--- src/rtl/tcw_pkg.sv ---
package tcw_pkg;

  localparam int DEF_COLUMNS = 80;
  localparam int DEF_ROWS    = 25;

  localparam int CELL_W      = 16;
  localparam int CHAR_W      = 8;
  localparam int STORE_DEPTH = 2048;
  localparam int ADDR_W      = $clog2(STORE_DEPTH);
  localparam int LIN_W       = 12;
  localparam int COL_W       = 7;
  localparam int ROW_W       = 5;

  localparam logic [1:0] OP_PUT    = 2'd0;
  localparam logic [1:0] OP_CLEAR  = 2'd1;
  localparam logic [1:0] OP_CENTER = 2'd2;
  localparam logic [1:0] OP_READ   = 2'd3;

  localparam logic [CHAR_W-1:0] CHAR_NEWLINE   = 8'd10;
  localparam logic [CHAR_W-1:0] CHAR_BACKSPACE = 8'd8;
  localparam logic [CHAR_W-1:0] CHAR_BLANK     = 8'd32;

  localparam logic [7:0] COLOR_RESET = 8'd7;

  typedef struct packed {
    logic [1:0]        op;
    logic [CHAR_W-1:0] char_code;
    logic [7:0]        text_length;
    logic [ADDR_W-1:0] cell_index;
  } in_t;

  typedef struct packed {
    logic [ADDR_W-1:0] cursor_pos;
    logic [CELL_W-1:0] cell_value;
  } out_t;

  typedef enum logic [2:0] {
    ST_IDLE,
    ST_EXEC,
    ST_SCROLL_RD,
    ST_SCROLL_WR,
    ST_FILL,
    ST_CLEAR,
    ST_READ_WAIT,
    ST_FINISH
  } state_t;

  typedef struct packed {
    logic accept;
    logic exec;
    logic scroll_rd;
    logic scroll_wr;
    logic fill;
    logic clear;
    logic read_cap;
    logic load_out;
  } cmd_t;

  typedef struct packed {
    logic [1:0] op;
    logic       scroll;
    logic       copy_last;
    logic       cell_last;
  } stat_t;

endpackage

--- src/rtl/tcw_ctrl.sv ---
module tcw_ctrl import tcw_pkg::*; (
  input  logic  clk,
  input  logic  rst,
  input  logic  in_valid,
  output logic  in_stall,
  output logic  out_valid,
  input  logic  out_stall,
  input  stat_t stat,
  output cmd_t  cmd
);

  state_t state, state_next;
  logic   slot_free;

  assign slot_free = !out_valid || !out_stall;
  assign in_stall  = (state != ST_IDLE);

  always_ff @(posedge clk) begin
    if (rst) begin
      state     <= ST_IDLE;
      out_valid <= 1'b0;
    end else begin
      state <= state_next;
      if (cmd.load_out) begin
        out_valid <= 1'b1;
      end else if (!out_stall) begin
        out_valid <= 1'b0;
      end
    end
  end

  always_comb begin
    state_next = state;
    cmd        = '0;
    case (state)
      ST_IDLE: begin
        if (in_valid) begin
          cmd.accept = 1'b1;
          state_next = ST_EXEC;
        end
      end
      ST_EXEC: begin
        cmd.exec = 1'b1;
        case (stat.op)
          OP_PUT:    state_next = stat.scroll ? ST_SCROLL_RD : ST_FINISH;
          OP_CLEAR:  state_next = ST_CLEAR;
          OP_CENTER: state_next = ST_FINISH;
          OP_READ:   state_next = ST_READ_WAIT;
          default:   state_next = ST_FINISH;
        endcase
      end
      ST_SCROLL_RD: begin
        cmd.scroll_rd = 1'b1;
        state_next    = ST_SCROLL_WR;
      end
      ST_SCROLL_WR: begin
        cmd.scroll_wr = 1'b1;
        state_next    = stat.copy_last ? ST_FILL : ST_SCROLL_RD;
      end
      ST_FILL: begin
        cmd.fill = 1'b1;
        if (stat.cell_last) state_next = ST_FINISH;
      end
      ST_CLEAR: begin
        cmd.clear = 1'b1;
        if (stat.cell_last) state_next = ST_FINISH;
      end
      ST_READ_WAIT: begin
        cmd.read_cap = 1'b1;
        state_next   = ST_FINISH;
      end
      ST_FINISH: begin
        // hold the result until the output register frees up
        if (slot_free) begin
          cmd.load_out = 1'b1;
          state_next   = ST_IDLE;
        end
      end
      default: state_next = ST_IDLE;
    endcase
  end

endmodule

--- config.mk ---
export PLATFORM = sky130hd
export DESIGN_NAME = tcw_ctrl
export DESIGN_NICKNAME = d
export VERILOG_FILES = /design/src/rtl/tcw_pkg.sv /design/src/rtl/tcw_ctrl.sv
export SDC_FILE = /design/constraint.sdc
export NUM_CORES = 1
export LEC_CHECK = 0
export ABC_AREA = 1
export BUFFER_PORTS_ARGS = -buffer_cell sky130_fd_sc_hd__buf_4
export CORE_MARGIN = 2
export CORE_UTILIZATION = 27
export CTS_CLUSTER_DIAMETER = 60
export CTS_CLUSTER_SIZE = 30
export DETAILED_ROUTE_END_ITERATION = 6
export PLACE_DENSITY_LB_ADDON = 0.15
export SETUP_SLACK_MARGIN = 0.15
export SYNTH_ARGS = -nofsm -noshare
export SYNTH_HDL_FRONTEND = slang
export SYNTH_SLANG_ARGS = --single-unit
--- constraint.sdc ---
create_clock -name clk -period 1.1 [get_ports clk]
set_input_delay 0.055 -clock clk [delete_from_list [all_inputs] [get_ports clk]]
set_output_delay 0.055 -clock clk [all_outputs]
set_load 0.03 [all_outputs]
==> flow_summary_export.csv, run 1 <==
group,metric,value,unit
grt,grt_pass1_vias,383,
finish,design_area,782,µm²
finish,fin_cells,108,
placement,dp.cells,97,
pwr,peakVddDrop,1.46,mV
logic_synthesis,netlist_top_cells_count,"nand2_1, inv_1, nor2_1",
setup_path,crit_required,1.04,ns
die,die-area,1710,µm²
drt,drc,0,
timing,maxSlewHeadroom,0.878,
finish,utilization,0.601,
clock_tree,clk_pin_slew_worst_paths,0.04,ns
die,design.core.area,1300,µm²
grt,grt_max_degree,7,
finish,n_fill_cell,132,
logic_synthesis,postSynthAreaPerCell,6.17,µm²
placement,dpl_cell_area,611,µm²
timing,fin_ws,-0.107,ns
setup_path,critPathCaptureType,"output port",
timing,fmax,0.828,GHz
clock_tree,cts_num_sinks,4,
drt,drt_iter0_markers,5,
drt,drt_pass1_iterations,4,
logic_synthesis,yosysWarnings,0,
finish,fin_nets,105,
grt,grt_pass1_wl,1570,µm
setup_path,startpoint_type,"register",
drt,antenna_left,0,
min_path,hp-class,"in2reg",
logic_synthesis,synth_ff_type,"dfxtp_1",
timing,setup_viol,11,
timing,skew,0.000634,ns
grt,antenna_found_initial,0,
clock_tree,cts-root-buf,"clkbuf_4",
logic_synthesis,syn_nets,72,
placement,dp_slack,0.0135,ns
die,start_util,0.289,
timing,slew_viol_final,0,
clock_tree,cts_tree,"built",
logic_synthesis,synth_compound_area_frac,0.0764,
clock_tree,cts_made_buffers,3,
logic_synthesis,synth.distinct_cells,17,
pwr,power.density,2770,nW/µm²
logic_synthesis,async_flop_share,0,
logic_synthesis,synth-xor-area-share,0,
drt,detail_route.wl_per_cell,10.1,µm
logic_synthesis,ys_seq_elements,4,
logic_synthesis,synthTopCellsByArea,"dfxtp_1, nand2_1, inv_1, nor2_1, ha_1",
logic_synthesis,synth_top_area_frac,0.213,
placement,portBuffers,18,
clock_tree,htreeDepth,1,
die,io_pins,19,
placement,gp_congestion,0.745,
timing,post-route-period-util,1.10,
logic_synthesis,seq_area_frac_synth,0.213,
drt,routed_wl,1090,µm
logic_synthesis,synth_edf_count,0,
logic_synthesis,synth_top_family_by_area,"simple AND/OR/NAND/NOR gates",
drt,vias,481,
timing,post-route-min-period,1.21,ns
die,die_x,41.3,µm
logic_synthesis,syn-cell-area,377,µm²
logic_synthesis,yosysMostFrequentCell,"nand2_1",
setup_path,crit_type,"reg2out",
logic_synthesis,synth.area.mux_share,0,
finish,drive_above_1_share,0.677,
setup_path,cp_max_fo,6,
finish,antenna_cells,0,
run_status,violations,"setup timing",
run_status,outcome,"finished with violations",
clock_tree,insertion_delay,0.24,ns
setup_path,cp_data_arrival_time,1.15,ns
logic_synthesis,synthCells,61,
placement,hpwl,791,µm
timing,tightest_slew,0.181,ns
die,core.rowCount,13,
pwr,static-leakage-power,0.404,nW
timing,rsz0062_at_grt,"true",
logic_synthesis,yosysTopAreaCell,"dfxtp_1",
clock_tree,cts_buffer_depth,2,
timing,finalHoldViolCount,0,
grt,grt-ovfl-total,0,
grt,track_usage,0.145,
logic_synthesis,synth-simple-area-share,0.465,
drt,viasPerCell,4.45,
run,drv_cap,0,
logic_synthesis,synth_adder_area_share,0.0664,
finish,syn2layout_area_growth,108,%
die,die_y,41.3,µm
stage by stage:
stage               setup TNS [ns]  hold WS (ns)  power (mW)
detailed placement               0         0.251        1.53
global placement                 0         0.250        1.53
CTS                         -0.660        0.0787        2.03
floorplan                   -0.123         0.114        1.14
global route                 -1.33         0.105        2.32
finish                      -0.579         0.102        2.17
worst paths after layout:
path,depth (start not counted),startpoint,slack [ns],end
worst max-delay path,5,state[2],-0.11,cmd[7]
worst min-delay path,3,out_stall,0.10,out_valid
worst max register to register,8,state[2],-0.05,state[1]
worst min register to register,2,out_valid,0.51,out_valid
per-layer routing:
layer	wire (µm)	up-vias	track usage
met5	0	-	0
met4	0	0	0.0484
met3	45	0	0.0479
met2	591	13	0.219
met1	451	215	0.192
li1	-	253	-
critical path, stage by stage (launching register included):
cell and delay, ns:
dfxtp_2 0.32, buf_12 0.13, nor2_4 0.11, nand2_1 0.11
nor2_2 0.11, buf_6 0.13
what timing repair did:
action / in CTS / in global routing
endpoints found under the hold margin: 2 / 0
gates resized for setup: 16 / 11
endpoints found under the setup margin: 12 / 13
pin swaps: 9 / 5
hold buffers: 1 / 0
setup buffers: 6 / 0
layout by cell type (no fill, tap or decap), types with 3 or more instances in the layout:
master / n
nand3_2: 3
inv_1: 8
buf_4: 18
inv_2: 3
dfxtp_4: 3
nand2_2: 4
nor2_1: 3
nor2_4: 6
nand2_1: 10
buf_6: 10
clkbuf_4: 3
nor2_2: 3
where the power goes:
group | switching, mW | total, mW | internal (mW) | leakage [nW]
Combinational | 0.904 | 1.67 | 0.765 | 0.354
Sequential | 0.0747 | 0.294 | 0.220 | 0.0353
Clock | 0.0687 | 0.205 | 0.137 | 0.0150
registers in the layout (all words and copies together), names as in the netlist:
name and flops:
out_valid 1, state 3
cell type report:
type | count | area (µm²) | share of cell area
multi-input cells | 43 | 319 | 0.408
repair buffers | 30 | 278 | 0.355
flip-flops and latches | 4 | 92.6 | 0.118
inverters | 12 | 47.5 | 0.0608
clock buffers | 4 | 26.3 | 0.0336
well taps | 15 | 18.8 | 0.0240
cells by family (layout without fill, tap and decap cells):
logic type,count (synthesis),count (layout)
buffers and inverters,14,46
adder cells (fa/ha/maj),2,2
AND/OR/NAND/NOR,36,36
flip-flops,4,4
AO/OA/AOI/OAI,5,5
(Power assumes the default switching activity.)
==> inputs of run 2 (changes only) <==
CORE_AREA = 2 2 39 41   (was unset)
CORE_MARGIN = unset   (was 2)
CORE_UTILIZATION = unset   (was 27)
DIE_AREA = 0 0 41 43   (was unset)
==> run 2 against run 1 <==
Against the previous run:
- the flow still finishes with violations (setup timing)
- non-clock buffer count fell by 1
- critical endpoint unchanged
- sequential power about the same
- power decreased by 11%
- wire length fell by 6.0%
- combinational power fell by 14%
==> flow_summary_export.csv, run 2 (same netlist as run 1, synthesis figures left out) <==
group,metric,value,unit
clock_tree,cts_tree,"built",
timing,setup_viol,8,
finish,antenna_cells,0,
finish,n_fill_cell,129,
setup_path,cp_max_fo,5,
pwr,static-leakage-power,0.387,nW
timing,whs,0.118,ns
grt,grt-ovfl-total,0,
timing,skew,0.000813,ns
timing,slew_viol_final,0,
finish,drive_above_1_share,0.641,
drt,antenna_left,0,
drt,vias,477,
timing,fin_ws,-0.0466,ns
finish,regMostFlops,"state",
min_path,hp-class,"in2reg",
finish,final_common_cell,"buf_4",
die,die_y,43,µm
die,start_util,0.272,
drt,drt_iter0_markers,8,
setup_path,cp_data_arrival_time,1.09,ns
finish,largest_reg_flops,3,
placement,dp.cells,99,
setup_path,startpoint_type,"register",
setup_path,critPathCaptureType,"output port",
run_status,violations,"setup timing",
die,die_x,41,µm
grt,grt_pass1_wl,1700,µm
placement,gp_congestion,0.804,
setup_path,crit_type,"reg2out",
drt,drc,0,
setup_path,crit_required,1.04,ns
placement,dpl_cell_area,607,µm²
die,design.core.area,1380,µm²
clock_tree,htreeDepth,1,
grt,grt_pass1_vias,456,
die,die-area,1760,µm²
drt,detail_route.wl_per_cell,9.47,µm
timing,post-route-min-period,1.15,ns
grt,antenna_found_initial,0,
clock_tree,cts_num_sinks,4,
finish,fin_cells,108,
finish,fin_nets,104,
finish,reg_top3,"state: 3 flops, out_valid: 1 flops",
finish,final_cell_mix,"buf_4, nand2_1, inv_1, buf_6",
placement,dp_slack,-0.0109,ns
clock_tree,cts_buffer_depth,2,
drt,routed_wl,1020,µm
placement,hpwl,834,µm
die,core.rowCount,14,
finish,utilization,0.524,
timing,post-route-period-util,1.04,
timing,maxSlewHeadroom,0.903,
timing,finalHoldViolCount,0,
drt,drt_pass1_iterations,4,
pwr,peakVddDrop,1.38,mV
pwr,power.density,2660,nW/µm²
clock_tree,cts_made_buffers,3,
grt,track_usage,0.141,
run,drv_cap,0,
run_status,outcome,"finished with violations",
grt,grt_max_degree,6,
finish,syn2layout_area_growth,92.4,%
finish,design_area,724,µm²
die,io_pins,19,
clock_tree,clk_pin_slew_worst_paths,0.04,ns
clock_tree,cts-root-buf,"clkbuf_4",
timing,fmax,0.872,GHz
drt,viasPerCell,4.42,
timing,tightest_slew,0.144,ns
timing,rsz0062_at_grt,"true",
placement,portBuffers,18,
clock_tree,insertion_delay,0.23,ns
==> run 2: cell types whose count changed in the layout (fill, tap and decap cells not counted), moves of 2 or more <==
cell | before | now
buf_4 | 18 | 20
buf_6 | 10 | 8
nor2_1 | 3 | 5
nor2_4 | 6 | 4
==> run 2: repair_timing <==
item / 4_1_cts / 5_1_grt
hold buffers: 0 / 1
hold endpoints to repair: 0 / 1
setup buffers: 4 / 0
pin swaps: 7 / 4
endpoints found under the setup margin: 12 / 13
resized for setup: 16 / 3
==> run 2: routing by layer <==
| metal | global-route usage | wire (µm) | vias up |
|---|---|---|---|
| met5 | 0 | 0 | - |
| met4 | 0.0533 | 13 | 0 |
| met3 | 0.0314 | 68 | 2 |
| met2 | 0.231 | 533 | 17 |
| met1 | 0.167 | 407 | 211 |
| li1 | - | - | 247 |
==> run 2: path summary, 6_finish.rpt <==
kind              startpoint         to  slack [ns]  cells after the start
hold / removal     out_stall  out_valid        0.12                      3
hold reg to reg    out_valid  out_valid        0.52                      2
setup reg to reg    state[2]   state[2]       -0.02                      8
setup / recovery    state[2]     cmd[7]       -0.05                      5
==> run 2: critical path, stage by stage (launching register included) <==
cell and delay (ns):
dfxtp_2 0.32, buf_6 0.12, nor2_4 0.12, nand2_2 0.08
nor2_2 0.09, buf_6 0.13
==> run 2: metrics by stage <==
stage / TNS (ns) / power, mW
after floorplan: -0.123 / 1.14
after global placement: -0.0472 / 1.50
after detailed placement: -0.0109 / 1.49
after CTS: -0.260 / 1.91
after global routing: -0.805 / 2.06
final: -0.158 / 1.93
==> run 2: report_power, final <==
group / internal, mW / switching, mW / total, mW
sequential: 0.220 / 0.0765 / 0.297
clock: 0.136 / 0.0624 / 0.199
combinational: 0.629 / 0.802 / 1.43
==> run 2: area by class of cell <==
cell class              instances  area, µm²  area share
well taps                      16       20.0      0.0276
flip-flops and latches          4       92.6       0.128
clock buffers                   4       26.3      0.0363
repair buffers                 29        250       0.345
inverters                      12       47.5      0.0656
multi-input cells              43        288       0.397
